===== config.mk =====
export PLATFORM = sky130hd
export DESIGN_NAME = escaped_frame_receiver
export DESIGN_NICKNAME = d
export VERILOG_FILES = /design/src/hw/rtl/efr_pkg.sv /design/src/hw/rtl/efr_out_buf.sv /design/src/hw/rtl/escaped_frame_receiver.sv
export SDC_FILE = /design/constraint.sdc
export NUM_CORES = 1
export LEC_CHECK = 0
export BUFFER_PORTS_ARGS = -buffer_cell sky130_fd_sc_hd__buf_4
export CAP_MARGIN = 40
export CORE_ASPECT_RATIO = 1.5
export CORE_UTILIZATION = 50
export DETAILED_ROUTE_END_ITERATION = 7
export GPL_ROUTABILITY_DRIVEN = 1
export PLACE_DENSITY = 0.69
export SETUP_SLACK_MARGIN = 0.4
export SLEW_MARGIN = 20
export SYNTH_ARGS = -nofsm -noshare
export SYNTH_HDL_FRONTEND = slang
export SYNTH_SLANG_ARGS = --single-unit

===== constraint.sdc =====
create_clock -name clk_i -period 8.9 [get_ports clk_i]
set_input_delay 0.89 -clock clk_i [delete_from_list [all_inputs] [get_ports clk_i]]
set_output_delay 0.89 -clock clk_i [all_outputs]
set_load 0.01 [all_outputs]

===== src/hw/rtl/efr_pkg.sv =====
package efr_pkg;

  // Depth of the frame buffer and the widths that follow from it.
  localparam int unsigned BufDepth = 64;
  localparam int unsigned IdxW     = $clog2(BufDepth);
  localparam int unsigned WidxW    = IdxW + 1;

  // Framing bytes.
  localparam logic [7:0] StartByte   = 8'h7E;
  localparam logic [7:0] EndByte     = 8'h7B;
  localparam logic [7:0] EscPrefixA  = 8'h7D;
  localparam logic [7:0] EscPrefixB  = 8'h7A;
  localparam logic [7:0] EscStart    = 8'h5E;
  localparam logic [7:0] EscPrefA    = 8'h5D;
  localparam logic [7:0] EscEnd      = 8'h5B;
  localparam logic [7:0] EscPrefB    = 8'h5A;
  localparam logic [7:0] SizeUnknown = 8'hFF;

  // Register reset values.
  localparam logic [5:0] LengthPosRst = 6'd3;
  localparam logic [5:0] OverheadRst  = 6'd5;
  localparam logic [6:0] MaxSizeRst   = 7'd40;

  // Configuration register indexes.
  typedef enum logic [1:0] {
    CfgLengthPos = 2'd0,
    CfgOverhead  = 2'd1,
    CfgMaxSize   = 2'd2
  } cfg_idx_e;

  // Request codes on the input channel.
  typedef enum logic {
    ReqByte  = 1'b0,
    ReqClear = 1'b1
  } req_e;

  typedef struct packed {
    logic       hit;
    logic [7:0] value;
  } decode_t;

  // One result transaction.
  typedef struct packed {
    logic       store_valid;
    logic [5:0] store_index;
    logic [7:0] store_byte;
    logic       frame_ready;
    logic       length_clamped;
    logic       too_short;
    logic       end_at_limit;
    logic       overflow_drop;
  } result_t;

  // Decodes a prefix byte followed by its escape partner.
  function automatic decode_t decode_pair(logic [7:0] prefix, logic [7:0] partner);
    decode_t d;
    d.hit   = 1'b1;
    d.value = partner;
    if (prefix == EscPrefixA && partner == EscStart) begin
      d.value = StartByte;
    end else if (prefix == EscPrefixA && partner == EscPrefA) begin
      d.value = EscPrefixA;
    end else if (prefix == EscPrefixB && partner == EscEnd) begin
      d.value = EndByte;
    end else if (prefix == EscPrefixB && partner == EscPrefB) begin
      d.value = EscPrefixB;
    end else begin
      d.hit = 1'b0;
    end
    return d;
  endfunction

endpackage


===== src/hw/rtl/efr_out_buf.sv =====
module efr_out_buf (
  input  logic             clk_i,
  input  logic             rst_ni,
  input  logic             push_i,
  input  efr_pkg::result_t push_data_i,
  output logic             full_o,
  output logic             out_valid_o,
  input  logic             out_stall_i,
  output efr_pkg::result_t out_data_o
);
  import efr_pkg::*;

  logic    main_v_q, main_v_d;
  logic    skid_v_q, skid_v_d;
  result_t main_q, main_d;
  result_t skid_q, skid_d;
  logic    pop;

  assign pop = main_v_q && !out_stall_i;

  // The skid entry catches a result that arrives while the output is stalled.
  always_comb begin
    main_v_d = main_v_q;
    skid_v_d = skid_v_q;
    main_d   = main_q;
    skid_d   = skid_q;
    if (pop) begin
      if (skid_v_q) begin
        main_d   = skid_q;
        skid_v_d = 1'b0;
      end else begin
        main_v_d = push_i;
        main_d   = push_data_i;
      end
    end else if (!main_v_q) begin
      main_v_d = push_i;
      main_d   = push_data_i;
    end else if (push_i) begin
      skid_v_d = 1'b1;
      skid_d   = push_data_i;
    end
  end

  always_ff @(posedge clk_i or negedge rst_ni) begin
    if (!rst_ni) begin
      main_v_q <= 1'b0;
      skid_v_q <= 1'b0;
    end else begin
      main_v_q <= main_v_d;
      skid_v_q <= skid_v_d;
    end
  end

  always_ff @(posedge clk_i) begin
    main_q <= main_d;
    skid_q <= skid_d;
  end

  assign full_o      = skid_v_q;
  assign out_valid_o = main_v_q;
  assign out_data_o  = main_q;

endmodule


===== src/hw/rtl/escaped_frame_receiver.sv =====
// Byte-stuffed, length-framed receiver for a serial byte stream.
// Input channel (in_valid_i / in_stall_o): each transaction carries req_type_i and
// rx_byte_i. A byte request decodes one serial byte and writes it to the frame buffer;
// a clear request drops the frame ready flag once the consumer has taken the frame.
// Every input transaction gives exactly one result transaction on the output channel
// (out_valid_o / out_stall_i) with the store position, the decoded byte and the flags.
// The result of an accepted item is registered in the output buffer. Throughput is one
// item per cycle while the output buffer is not full; the decode, the size compare and the
// single frame buffer write port all fit in the cycle in which the item is accepted.
// A two-entry output buffer separates the channels, so an item is still accepted while
// one result waits; in_stall_o rises only when both entries hold results.
// Configuration (cfg_valid_i / cfg_ready_o) is always ready and must only be written
// while the block is idle. Index 0 is the length position, 1 the frame overhead,
// 2 the maximum frame size; other indexes are ignored.
// Reset empties the output buffer, restores the register defaults and sets the frame
// state to an empty frame of unknown size. The frame buffer itself is not cleared.
module escaped_frame_receiver (
  input  logic       clk_i,
  input  logic       rst_ni,
  input  logic       in_valid_i,
  output logic       in_stall_o,
  input  logic       req_type_i,
  input  logic [7:0] rx_byte_i,
  output logic       out_valid_o,
  input  logic       out_stall_i,
  output logic       store_valid_o,
  output logic [5:0] store_index_o,
  output logic [7:0] store_byte_o,
  output logic       frame_ready_o,
  output logic       length_clamped_o,
  output logic       too_short_o,
  output logic       end_at_limit_o,
  output logic       overflow_drop_o,
  input  logic       cfg_valid_i,
  output logic       cfg_ready_o,
  input  logic [1:0] cfg_index_i,
  input  logic [6:0] cfg_data_i
);
  import efr_pkg::*;

  // Configuration registers.
  logic [5:0] length_pos_q;
  logic [5:0] overhead_q;
  logic [6:0] max_size_q;

  // Frame state.
  logic [WidxW-1:0] widx_q, widx_d;
  logic [7:0]       frame_size_q, frame_size_d;
  logic [7:0]       last_byte_q, last_byte_d;
  logic             last_raw_q, last_raw_d;
  logic             ready_q, ready_d;

  // Frame buffer, one write port driven by the store of each byte.
  logic [7:0] frame_buf_q [BufDepth];

  logic             accept;
  logic             buf_full;
  result_t          res;
  decode_t          dec;
  logic [WidxW-1:0] widx_esc;
  logic [WidxW-1:0] widx_pos;
  logic [WidxW-1:0] widx_inc;
  logic [7:0]       value;
  logic [8:0]       size_sum;
  logic             store_en;
  logic [IdxW-1:0]  store_addr;
  result_t          out_data;

  assign accept      = in_valid_i && !buf_full;
  assign in_stall_o  = buf_full;
  assign cfg_ready_o = 1'b1;

  always_ff @(posedge clk_i or negedge rst_ni) begin
    if (!rst_ni) begin
      length_pos_q <= LengthPosRst;
      overhead_q   <= OverheadRst;
      max_size_q   <= MaxSizeRst;
    end else if (cfg_valid_i) begin
      case (cfg_index_i)
        CfgLengthPos: length_pos_q <= cfg_data_i[5:0];
        CfgOverhead:  overhead_q   <= cfg_data_i[5:0];
        CfgMaxSize:   max_size_q   <= cfg_data_i;
        default:      ;
      endcase
    end
  end

  // One byte is handled completely in the cycle it is accepted. The steps run in the
  // order of the framing rules: escape undo, length capture, early end, store.
  always_comb begin
    widx_d       = widx_q;
    frame_size_d = frame_size_q;
    last_byte_d  = last_byte_q;
    last_raw_d   = last_raw_q;
    ready_d      = ready_q;
    res          = '0;
    dec          = decode_pair(last_byte_q, rx_byte_i);
    value        = rx_byte_i;
    widx_esc     = widx_q;
    widx_pos     = widx_q;
    widx_inc     = widx_q;
    size_sum     = '0;
    store_en     = 1'b0;
    store_addr   = '0;

    if (req_type_i == ReqClear) begin
      ready_d = 1'b0;
    end else if (rx_byte_i == StartByte) begin
      widx_d       = '0;
      frame_size_d = SizeUnknown;
      last_raw_d   = 1'b0;
    end else begin
      // A raw prefix followed by its partner folds back onto the prefix slot.
      if (last_raw_q && widx_q != '0 && dec.hit) begin
        value    = dec.value;
        widx_esc = widx_q - WidxW'(1);
      end

      if (widx_esc == {1'b0, length_pos_q}) begin
        size_sum = {1'b0, value} + {3'b000, overhead_q};
        if (size_sum > {2'b00, max_size_q}) begin
          frame_size_d       = {1'b0, max_size_q};
          res.length_clamped = 1'b1;
        end else begin
          frame_size_d = size_sum[7:0];
        end
      end

      widx_pos = widx_esc;
      // An end byte before the declared size restarts the frame at the end byte.
      if (rx_byte_i == EndByte && {{(8 - WidxW){1'b0}}, widx_esc} < frame_size_d) begin
        res.too_short = 1'b1;
        ready_d       = 1'b0;
        widx_pos      = '0;
      end

      if (widx_pos < WidxW'(BufDepth)) begin
        store_en        = 1'b1;
        store_addr      = widx_pos[IdxW-1:0];
        widx_inc        = widx_pos + WidxW'(1);
        widx_d          = widx_inc;
        last_byte_d     = value;
        last_raw_d      = !(widx_esc != widx_q);
        res.store_valid = 1'b1;
        res.store_index = widx_pos[5:0];
        res.store_byte  = value;
        if ({{(8 - WidxW){1'b0}}, widx_inc} == frame_size_d) begin
          if (rx_byte_i == EndByte) begin
            res.end_at_limit = 1'b1;
          end else begin
            ready_d = 1'b1;
          end
        end
      end else begin
        widx_d            = widx_pos;
        res.overflow_drop = 1'b1;
        last_raw_d        = 1'b0;
      end
    end
    res.frame_ready = ready_d;
  end

  always_ff @(posedge clk_i or negedge rst_ni) begin
    if (!rst_ni) begin
      widx_q       <= '0;
      frame_size_q <= SizeUnknown;
      last_byte_q  <= '0;
      last_raw_q   <= 1'b0;
      ready_q      <= 1'b0;
    end else if (accept) begin
      widx_q       <= widx_d;
      frame_size_q <= frame_size_d;
      last_byte_q  <= last_byte_d;
      last_raw_q   <= last_raw_d;
      ready_q      <= ready_d;
    end
  end

  always_ff @(posedge clk_i) begin
    if (accept && store_en) begin
      frame_buf_q[store_addr] <= value;
    end
  end

  efr_out_buf u_out_buf (
    .clk_i       (clk_i),
    .rst_ni      (rst_ni),
    .push_i      (accept),
    .push_data_i (res),
    .full_o      (buf_full),
    .out_valid_o (out_valid_o),
    .out_stall_i (out_stall_i),
    .out_data_o  (out_data)
  );

  assign store_valid_o    = out_data.store_valid;
  assign store_index_o    = out_data.store_index;
  assign store_byte_o     = out_data.store_byte;
  assign frame_ready_o    = out_data.frame_ready;
  assign length_clamped_o = out_data.length_clamped;
  assign too_short_o      = out_data.too_short;
  assign end_at_limit_o   = out_data.end_at_limit;
  assign overflow_drop_o  = out_data.overflow_drop;

  // The write index never runs past the buffer depth.
  a_widx_bound: assert property (@(posedge clk_i) disable iff (!rst_ni)
    widx_q <= WidxW'(BufDepth))
    else $error("write index beyond buffer depth");

  // An early end byte is always stored at the head of the buffer.
  a_short_at_head: assert property (@(posedge clk_i) disable iff (!rst_ni)
    out_valid_o && too_short_o |-> store_valid_o && store_index_o == '0)
    else $error("too-short result not stored at index zero");

  // A dropped byte is never reported as stored.
  a_drop_no_store: assert property (@(posedge clk_i) disable iff (!rst_ni)
    out_valid_o && overflow_drop_o |-> !store_valid_o)
    else $error("dropped byte reported as stored");

  // The input side only stalls while a result is waiting at the output.
  a_stall_needs_result: assert property (@(posedge clk_i) disable iff (!rst_ni)
    in_stall_o |-> out_valid_o)
    else $error("input stalled with empty output");

  // An accepted clear request always leaves the ready flag low.
  a_ready_after_clear: assert property (@(posedge clk_i) disable iff (!rst_ni)
    accept && req_type_i == ReqClear |=> !ready_q)
    else $error("ready flag survived a clear request");

endmodule


-- Word-level counts from Yosys, hierarchy flattened
Cells that the tools add are included.
- $add $sub $neg: 3
- magnitude comparators: 3
- equality and inequality tests: 15
- multiplexer cells: 53
- bitwise operators: 3
- reduce and logical (&&, ||, !) cells: 23
- operator list (kind ; number):
    $mux 8 ; 12
    $eq 8x7->1 const B ; 8
    $mux 20 ; 3
    $mux 7 ; 8
    $mux 15 ; 3
    $mux 1 ; 25
    $reduce_and 2->1 ; 5
    $add 8x6->9 ; 1
    $gt 9x7->1 ; 1
    $logic_and 1x1->1 ; 9
    $eq 7x8->1 ; 1
    $lt 7x8->1 ; 1
    $mux 4 ; 2
    $add 7x1->7 const B ; 1
    $eq 7x6->1 ; 1
    $lt 7x7->1 const B ; 1
    $ne 7x7->1 ; 1
    $reduce_bool 7->1 ; 1
    $sub 7x1->7 const B ; 1
    $ne 2x2->1 const B ; 2
    $reduce_and 4->1 ; 1
    $reduce_bool 2->1 ; 2
    $logic_not 1->1 ; 3
    $not 1->1 ; 3
    4 further kinds ; 4
- register bits: 86
- input bits: 23
- output and inout bits: 23
- logic and storage cells: 126

-- Longest topological paths before layout
Gate-level depths: netlist of the first run.
- word-level depth: 29
- gate-level depth with buffers: 41

-- By module
From an unflattened synthesis of the first run, not the netlist that was laid out.
- cells, all modules: 483
- area, all modules: 5403.9 um^2
- by module, submodules not included (module ; instances ; cells an instance ; area an instance (um^2)):
    escaped_frame_receiver ; 1 ; 411 ; 3773.6
    efr_out_buf ; 1 ; 72 ; 1630.3

-- Worst setup path before layout of the first run
No wires, ideal clock.
- kind: reg-to-reg
- start: reg widx_q[0]
- end: reg u_out_buf.main_q, in the netlist u_out_buf.out_data_o[1], data pin
- setup time: 0.169 ns
- arrival time: 7.608 ns
- required time: 8.731 ns
- path slack: 1.123 ns
- stages on the path, launching flop included: 42
- buffers on the path: 2
- period minus slack after synthesis: 7.777 ns
- cell sequence: dfrtp_1 > clkbuf_1 > inv_1 > ha_1 > or4b_4 > o31a_1 > o211ai_2 > nand2b_1 > ha_1 > o21a_1 > nor2_1 > xnor2_1 > ha_1 > nand4_1 > a21oi_1 > nor3_1 > o32a_1 > clkbuf_1 > [6 not listed] > a21oi_1 > nor2b_1 > nor2_1 > and2_1 > a32oi_2 > and3_1 > ha_1 > and3_1 > nand4_1 > ha_1 > inv_1 > a221o_1 > a2bb2o_1 > nand2_1 > a2111oi_0 > o21a_1 > nand3_1 > o31ai_1
- RTL lines (element ; RTL line ; RTL):
    start, declared ; escaped_frame_receiver.sv:47 ; logic [WidxW-1:0] widx_q, widx_d;
    start signal, assigned ; escaped_frame_receiver.sv:171 ; widx_q <= widx_d;
    end signal, assigned ; efr_out_buf.sv:55 ; main_q <= main_d;
    end, declared ; efr_out_buf.sv:15 ; result_t main_q, main_d;

==> run metrics, run 1 <==
status finished clean; total core area 10200 um^2; max cap viols 0; commonest non-fill, non-tap cell in the layout buf_4; Critical Path RT 9.08 ns; FMAX between 0.1 and 0.15 GHz; worst-margin pin slew 0.765 ns; layout cells sized above 1 0.304; DRC viols 0; root buffer cell clkbuf_16; leading post-synthesis cells by cell area edfxtp_1, dfrtp_1, dfstp_2; final worst-path cycle share 0.913; global-route total usage across every layer 0.256; TritonCTS Buffers 9; top-area cell type share of the netlist area 0.225; Slowest Stage Delay on Critical Path approximately 0.52 ns; H-tree depth 3; I/O pin count 46; HPWL reported at the end of detailed placement about 10000 um; Syn. warnings 0; largest net degree at the start of global routing 47; sequential area share after synthesis 0.444; Die ar. 11100 um^2; Tmin final between 8 and 9 ns; register bit total from synthesis 86; final wirelength 13600 um; worst r2r src widx_q[0]$_DFFE_PN0P_; CP endpoint kind flop; Hold Path Sink last_byte_q[7]$_DFFE_PN0P_; Hold Path Stages 1; CTS sink count 86; crit-path max FO 9; Fillers approximately 870; Reg-to-Reg End u_out_buf.out_data_o[4]$_DFFE_PP_; CTS tree built; fin nets around 590; Slew Viols, Final 0; num rows 45; share of the core filled with cells 0.609; most frequent cells in the layout buf_4, edfxtp_1, nor2_1, nand2_1, mux2_2; Max VDD drop 0.126 mV; Synth Flop Type edfxtp_1; origin of the worst setup path widx_q[0]$_DFFE_PN0P_; DRT antenna net count 0; Final Hold Fails 0; area grow syn2layout 16.7%; Mapped Area between 5000 and 6000 um^2; RSZ-0062 raised after global routing no; Clock transition at path regs roughly 0.070 ns; global route overflow 0; vias in the first global route 4109; PortBufs between 40 and 50; leak pwr approximately 0.0026 uW; critical path class reg2reg; slowest library cell on the worst path or4b_4; Syn Nets 542; synthesized instance count between 400 and 500; Hold Path Origin last_byte_q[7]$_DFFE_PN0P_; Die H 129 um; Critical Path AT 8.31 ns; vias per cell 5.92; cell mode on critical path ha_1; number of synthesized flops with an enable pin 40; Setup crit start kind flop; Final setup viols 0; 1st-iter DRT viols 310; Routability Congestion roughly 0.95; Reg2Reg Depth 39; PD cells slightly below 300 nW/um^2; Synth Area per Inst roughly 11 um^2; Die X-Extent approximately 86 um; setup TNS 0 ns; Distinct cells, synth 76; worst min-delay path class reg2reg; Skew-Pair Late Insertion Delay 0.35 ns; initial core utilization 0.521; asr flop ratio synth 0.535; total vias in the final route between 4000 and 5000; WL/cell about 20 um; initial antenna violation count 0; leading area contributor after synthesis edfxtp_1; first-pass iteration count of the detailed router 4; flop2flop setup slack about 0.77 ns; first-pass GRT wire length ~22000 um; clock skew approximately 0.011 ns; ANT cells 0; deepest clock path buffer count 2; Relative slew margins 0.487
-- sequential cells by signal, indices dropped and copies added, names as in the netlist, 6 cells and up --
register and count:
length_pos_q 6, last_byte_q 8, widx_q 7, overhead_q 6
u_out_buf.skid_q 20, max_size_q 7, frame_size_q 8, u_out_buf.out_data_o 20
-- through the flow --
| step | setup slack [ns] | area (um^2) | power, uW | cells | hold slack [ns] |
|---|---|---|---|---|---|
| final | 0.774 | 6240 | 1830 | 693 | 0.502 |
| after global routing | 0.286 | 6240 | 1940 | 693 | 0.518 |
| after CTS | 0.452 | 6070 | 1770 | 681 | 0.505 |
| after detailed placement | 0.313 | 5780 | 1400 | 665 | 0.487 |
| after global placement | 0.577 | 5780 | 1390 | 665 | 0.471 |
| after floorplan | 1.12 | 5340 | 1170 | 496 | 0.456 |
-- worst max-delay path by stage --
stage	cells past startpoint	slack, ns	endpoint
3_3_place_gp	39	0.58	u_out_buf.out_data_o[1]$_DFFE_PP_
2_1_floorplan	41	1.12	u_out_buf.out_data_o[1]$_DFFE_PP_
3_5_place_dp	37	0.31	u_out_buf.out_data_o[4]$_DFFE_PP_
6_report	39	0.77	u_out_buf.out_data_o[4]$_DFFE_PP_
4_1_cts	39	0.45	u_out_buf.out_data_o[4]$_DFFE_PP_
5_1_grt	39	0.29	u_out_buf.out_data_o[4]$_DFFE_PP_
-- what timing repair did --
| action | CTS | global route |
|---|---|---|
| gates resized for setup | 1 | 15 |
| setup endpoints to repair | 4 | 5 |
| setup buffers | 0 | 8 |
| cloned | 0 | 1 |
| hold buffers | 0 | 0 |
| pin swaps | 0 | 4 |
-- cell type report --
| type | count | area (um^2) | area share |
|---|---|---|---|
| clock buffers | 9 | 225 | 0.0361 |
| flip-flops and latches | 86 | 2370 | 0.380 |
| inverters | 25 | 93.8 | 0.0150 |
| repair buffers | 62 | 467 | 0.0748 |
| well taps | 141 | 176 | 0.0283 |
| multi-input cells | 363 | 2840 | 0.455 |
| clock inverters | 7 | 62.6 | 0.0100 |
-- where the power goes --
group | switching (uW) | leakage, uW | internal [uW]
Sequential | 94.6 | 0.000927 | 561
Combinational | 434 | 0.00150 | 366
Clock | 178 | 0.000145 | 197
-- logic make-up (layout without fill, tap and decap cells) --
kind of cell | count (synthesis) | in the layout | synth area share
other | 1 | 1 | 0.000702
flip-flops | 86 | 86 | 0.444
buffers and inverters | 48 | 103 | 0.0405
AO/OA/AOI/OAI | 102 | 103 | 0.138
AND/OR/NAND/NOR | 159 | 159 | 0.167
multiplexers | 51 | 51 | 0.111
XOR/XNOR | 26 | 26 | 0.0440
adder cells (fa/ha/maj) | 23 | 23 | 0.0553
-- worst max-delay path, delay by kind of cell, from the launching register on --
family	cells	cell delay [ns]
DFF	1	0.47
muxes	1	0.30
buffers and inverters	3	0.35
adders and majority gates	6	1.59
AOI/OAI and AO/OA	14	3.01
and+or+nand+nor	14	2.12
xor gates and xnor gates	1	0.13
-- metal layers --
layer / part of all wire / track usage
met5: 0 / 0
met4: 0.028 / 0.109
met3: 0.033 / 0.0366
met2: 0.53 / 0.460
met1: 0.41 / 0.304
-- cells in the mapped netlist (3+ instances only) --
library cell and instances:
o31ai_1 14, mux2i_1 11, edfxtp_1 40, buf_6 4
o22ai_1 5, clkbuf_1 15, nand3b_1 4, nor3_1 5
inv_1 24, ha_1 22, and2_1 7, nor2b_1 9
and2_4 8, xor2_1 6, o21ai_0 15, a21oi_1 25
o21a_1 4, nand3_1 13, a31oi_1 4, dfstp_2 14
mux2_4 8, nand4_1 8, dfrtp_1 32, nor3b_1 5
nand2b_1 5, nand2_1 33, nor2_1 37, and3_1 11
a211oi_1 3, mux2_2 32, xnor2_1 19
(Power assumes the default switching activity.)
==> run 2, diff against run 1 <==
--- a/config.mk
+++ b/config.mk
@@ -11,6 +11,7 @@
 export CORE_UTILIZATION = 50
 export DETAILED_ROUTE_END_ITERATION = 7
 export GPL_ROUTABILITY_DRIVEN = 1
+export GPL_TIMING_DRIVEN = 0
 export PLACE_DENSITY = 0.69
 export SETUP_SLACK_MARGIN = 0.4
 export SLEW_MARGIN = 20
==> constraint.sdc (replaced) <==
create_clock -name clk_i -period 8.9 [get_ports clk_i]
set_input_delay 0.89 -clock clk_i [delete_from_list [all_inputs] [get_ports clk_i]]
set_output_delay 0.89 -clock clk_i [all_outputs]
set_load 0.02 [all_outputs]
==> run metrics, run 2 (synthesized netlist as in run 1, its figures left out) <==
PD cells 298 nW/um^2 (+1.5%); worst min-delay path class reg2reg; Relative slew margins 0.464 (-0.0229); fin nets 608 (+2.5%); leak pwr 0.00260 uW (+1.1%); footprint of the multi-input gates 2860 um^2 (+0.57%); global route overflow 0 (unchanged); status finished clean; Placed Area 5860 um^2 (+1.4%); Placed Cells 682 (+2.6%); largest net degree at the start of global routing 47 (unchanged); Final Hold Fails 0 (unchanged); first-pass GRT wire length 20200 um (-6.8%); CP endpoint kind flop; Max VDD drop 0.137 mV (+9.0%); worst path bufs/invs 4 (+1); Fillers 868 (unchanged); FMAX 0.125 GHz (+1.5%); DRT antenna net count 0 (unchanged); Reg area 2370 um^2 (about the same); worst-margin pin slew 0.800 ns (+0.0351 ns); initial antenna violation count 0 (unchanged); HPWL reported at the end of detailed placement 9410 um (-5.5%); area grow syn2layout 19.2%; Skew-Pair Late Insertion Delay 0.34 ns (about the same); vias per cell 5.84 (-1.3%); Tmin final 8.00 ns (-0.123 ns); TritonCTS Buffers 9 (unchanged); DRC viols 0 (unchanged); total vias in the final route 4135 (+0.83%); final worst-path cycle share 0.899 (-0.0138); CTS tree built; Slowest Stage Delay on Critical Path 0.51 ns (about the same); 1st-iter DRT viols 244 (-21%); H-tree depth 3 (unchanged); family with the most delay on the worst path compound AO/OA/AOI/OAI gates; PortBufs 43 (-2.3%); Critical Path AT 8.20 ns (-0.11 ns); Die H 129 um (unchanged); root buffer cell clkbuf_16; Critical Path RT 9.09 ns (about the same); Metal-1 WL 4950 um (-10%); hold_ws 0.506 ns (+0.00324 ns); WL/cell 17.8 um (-8.9%); first-pass iteration count of the detailed router 5 (+1); I/O pin count 46 (unchanged); Slew Viols, Final 0 (unchanged); total core area 10200 um^2 (unchanged); Setup crit start kind flop; final wirelength 12600 um (-6.9%); Die ar. 11100 um^2 (unchanged); design area 6370 um^2 (+2.1%); DR WL met2 6690 um (-7.5%); CTS sink count 86 (unchanged); deepest clock path buffer count 2 (unchanged); ANT cells 0 (unchanged); setup TNS 0 ns (unchanged); metal3 WL 438 um (-3.3%); Max Used Layer met4; layout cells sized above 1 0.300 (-0.00452); cell mode on critical path nor2_1; Die X-Extent 86.4 um (unchanged); clock skew 0.00579 ns (-0.00548 ns); RSZ-0062 raised after global routing no; global-route total usage across every layer 0.242 (-0.0141); Clock transition at path regs 0.06 ns (about the same); most frequent cells in the layout buf_4, edfxtp_1, nor2_1, nand2_1; critical path class reg2reg; initial core utilization 0.521 (unchanged); commonest non-fill, non-tap cell in the layout buf_4; slowest library cell on the worst path or4b_4; num rows 45 (unchanged); flop2flop setup slack 0.90 ns (+0.12 ns); Final setup viols 0 (unchanged); vias in the first global route 4045 (-1.6%); max cap viols 0 (unchanged); Routability Congestion 0.887 (-6.3%); non-filler cells, final 708 (+2.2%); crit-path max FO 9 (unchanged)
run 2: what timing repair did:
item	CTS	global route
gates resized for setup	13	14
hold buffers	0	0
buffers inserted	3	4
endpoints found under the setup margin	5	5
pin swaps	2	5
run 2: metal layers:
layer  up-vias  track usage
li1       1968            -
met1      2012        0.275
met2       122        0.434
met3        33       0.0231
met4         0        0.151
met5         -            0
run 2: path summary, 6_finish.rpt:
check / endpoint / from / cells past startpoint
setup / recovery: u_out_buf.out_data_o[4]$_DFFE_PP_ / widx_q[0]$_DFFE_PN0P_ / 41
hold / removal: last_byte_q[3]$_DFFE_PN0P_ / last_byte_q[3]$_DFFE_PN0P_ / 1
setup reg to reg: u_out_buf.out_data_o[4]$_DFFE_PP_ / widx_q[0]$_DFFE_PN0P_ / 41
hold reg to reg: last_byte_q[3]$_DFFE_PN0P_ / last_byte_q[3]$_DFFE_PN0P_ / 1
max in group asynchronous: last_byte_q[0]$_DFFE_PN0P_ / rst_ni / 1
min in group asynchronous: length_pos_q[2]$_DFFE_PN0P_ / rst_ni / 1
run 2: where the power goes:
part / switching, uW / internal [uW] / total (uW)
registers: 70.1 / 561 / 631
clock network: 161 / 248 / 409
logic: 481 / 375 / 856
run 2: layout make-up:
cell class              count  share of cell area
multi-input cells         362               0.449
flip-flops and latches     86               0.372
repair buffers             55              0.0649
clock buffers              10              0.0360
well taps                 141              0.0277
plain buffers              23              0.0206
inverters                  25              0.0151
clock inverters             6              0.0147
run 2: per-stage QoR:
stage,power (uW),worst slack [ns],util
3_3_place_gp,1400,-0.309,0.570
6_report,1900,0.896,0.621
3_5_place_dp,1430,-0.334,0.572
5_1_grt,2000,0.384,0.621
2_1_floorplan,1200,1.12,-
4_1_cts,1860,0.422,0.610
==> run 3, diff against run 2 <==
--- a/config.mk
+++ b/config.mk
@@ -12,6 +12,7 @@
 export DETAILED_ROUTE_END_ITERATION = 7
 export GPL_ROUTABILITY_DRIVEN = 1
 export GPL_TIMING_DRIVEN = 0
+export MAX_ROUTING_LAYER = met4
 export PLACE_DENSITY = 0.69
 export SETUP_SLACK_MARGIN = 0.4
 export SLEW_MARGIN = 20
==> run metrics, run 3 (synthesized netlist as in run 1, its figures left out) <==
Relative slew margins 0.429 (-0.0351); vias in the first global route 4127 (+2.0%); Clock transition at path regs 0.06 ns (about the same); global-route total usage across every layer 0.253 (+0.0104); Slowest Stage Delay on Critical Path 0.51 ns (about the same); busiest grt layer met2; max cap viols 0 (unchanged); Die ar. 11100 um^2 (unchanged); fin nets 607 (-0.16%); CTS tree built; CTS sink count 86 (unchanged); WL/cell 17.8 um (-0.37%); PD cells 290 nW/um^2 (-2.6%); final wirelength 12600 um (-0.51%); TritonCTS Buffers 9 (unchanged); PortBufs 43 (unchanged); Final setup viols 0 (unchanged); crit-path max FO 10 (+1); Final Hold Fails 0 (unchanged); area grow syn2layout 17.9%; Setup crit start kind flop; Die X-Extent 86.4 um (unchanged); worst min-delay path class reg2reg; most frequent cells in the layout buf_4, edfxtp_1, nor2_1, nand2_1; ANT cells 0 (unchanged); met2 usage 0.426 (-0.00794); initial core utilization 0.521 (unchanged); Die H 129 um (unchanged); Routability Congestion 0.900 (+1.5%); FMAX 0.123 GHz (-1.3%); layout cells sized above 1 0.295 (-0.00477); critical path class reg2reg; slowest library cell on the worst path or4b_4; first-pass iteration count of the detailed router 5 (unchanged); Max VDD drop 0.156 mV (+14%); Post-CTS Hold Buffers 0 (unchanged); design area 6300 um^2 (-1.0%); deepest clock path buffer count 2 (unchanged); Placed Area 5850 um^2 (about the same); global route overflow 0 (unchanged); non-filler cells, final 707 (-0.14%); Tmin final 8.11 ns (+0.108 ns); Skew-Pair Late Insertion Delay 0.35 ns (about the same); vias per cell 5.78 (-0.97%); 1st-iter DRT viols 247 (+1.2%); Slew Viols, Final 0 (unchanged); Critical Path RT 9.08 ns (about the same); worst-margin pin slew 0.846 ns (+0.0464 ns); initial antenna violation count 0 (unchanged); status finished clean; DRT antenna net count 0 (unchanged); first-pass GRT wire length 20600 um (+1.7%); flop2flop setup slack 0.79 ns (-0.11 ns); final worst-path cycle share 0.911 (+0.0122); I/O pin count 46 (unchanged); HPWL reported at the end of detailed placement 9460 um (+0.58%); Placed Cells 681 (-0.15%); worst path bufs/invs 4 (unchanged); total vias in the final route 4089 (-1.1%); family with the most delay on the worst path compound AO/OA/AOI/OAI gates; largest net degree at the start of global routing 47 (unchanged); commonest non-fill, non-tap cell in the layout buf_4; RSZ-0062 raised after global routing no; CP endpoint kind flop; Critical Path AT 8.30 ns (+0.10 ns); root buffer cell clkbuf_16; grt met1 use 0.283 (+0.00829); DRC viols 0 (unchanged); GR Util met3 0.0391 (+0.0160); num rows 45 (unchanged); total core area 10200 um^2 (unchanged); clock skew 0.00546 ns (-0.000333 ns); H-tree depth 3 (unchanged); leak pwr 0.00257 uW (-1.2%)
==> run 3: cell count changes in the layout (fill, tap and decap cells not counted), sizes merged <==
cell      before  now
clkinv         1    3
inv           27   26
clkinvlp       1    2
clkbuf        24   23
bufinv         2    0
==> run 3: what timing repair did <==
action / CTS / global route
pin swaps: 2 / 2
resized for setup: 16 / 8
endpoints found under the setup margin: 5 / 5
setup buffers: 4 / 3
==> run 3: final cells by class <==
type	instances	area, um^2
repair buffers	54	412
inverters	25	96.3
well taps	141	176
plain buffers	23	131
clock buffers	10	229
multi-input cells	362	2840
fillers	864	3950
clock inverters	6	46.3
flip-flops and latches	86	2370
==> run 3: path summary, 6_finish.rpt <==
check	endpoint	cells past startpoint	start
hold reg to reg	last_byte_q[6]$_DFFE_PN0P_	1	last_byte_q[6]$_DFFE_PN0P_
max in group asynchronous	last_byte_q[3]$_DFFE_PN0P_	1	rst_ni
setup / recovery	u_out_buf.out_data_o[4]$_DFFE_PP_	39	widx_q[0]$_DFFE_PN0P_
setup reg to reg	u_out_buf.out_data_o[4]$_DFFE_PP_	39	widx_q[0]$_DFFE_PN0P_
hold / removal	last_byte_q[6]$_DFFE_PN0P_	1	last_byte_q[6]$_DFFE_PN0P_
min in group asynchronous	length_pos_q[4]$_DFFE_PN0P_	1	rst_ni
==> run 3: metal layers <==
layer  up-vias  share of wire  wire length [um]
met5         -              0                 0
met4         0          0.052               648
li1       1952              -                 -
met2       119           0.51              6440
met3        48          0.039               485
met1      1970           0.40              4990
==> run 3: metrics by stage <==
step / setup TNS [ns] / hold slack [ns] / util / power [uW] / worst slack [ns]
floorplan: 0 / 0.456 / - / 1200 / 1.12
global placement: -1.08 / 0.469 / 0.570 / 1400 / -0.302
detailed placement: -1.87 / 0.492 / 0.571 / 1430 / -0.468
CTS: 0 / 0.505 / 0.608 / 1810 / 0.437
global route: 0 / 0.516 / 0.615 / 1930 / 0.409
finish: 0 / 0.506 / 0.615 / 1830 / 0.788
==> run 3: power breakdown <==
group          leakage, uW  switching [uW]  internal (uW)  total (uW)
logic              0.00151             477            371         847
registers         0.000928            69.1            561         630
clock network     0.000129             160            190         350
total              0.00257             705           1120        1830
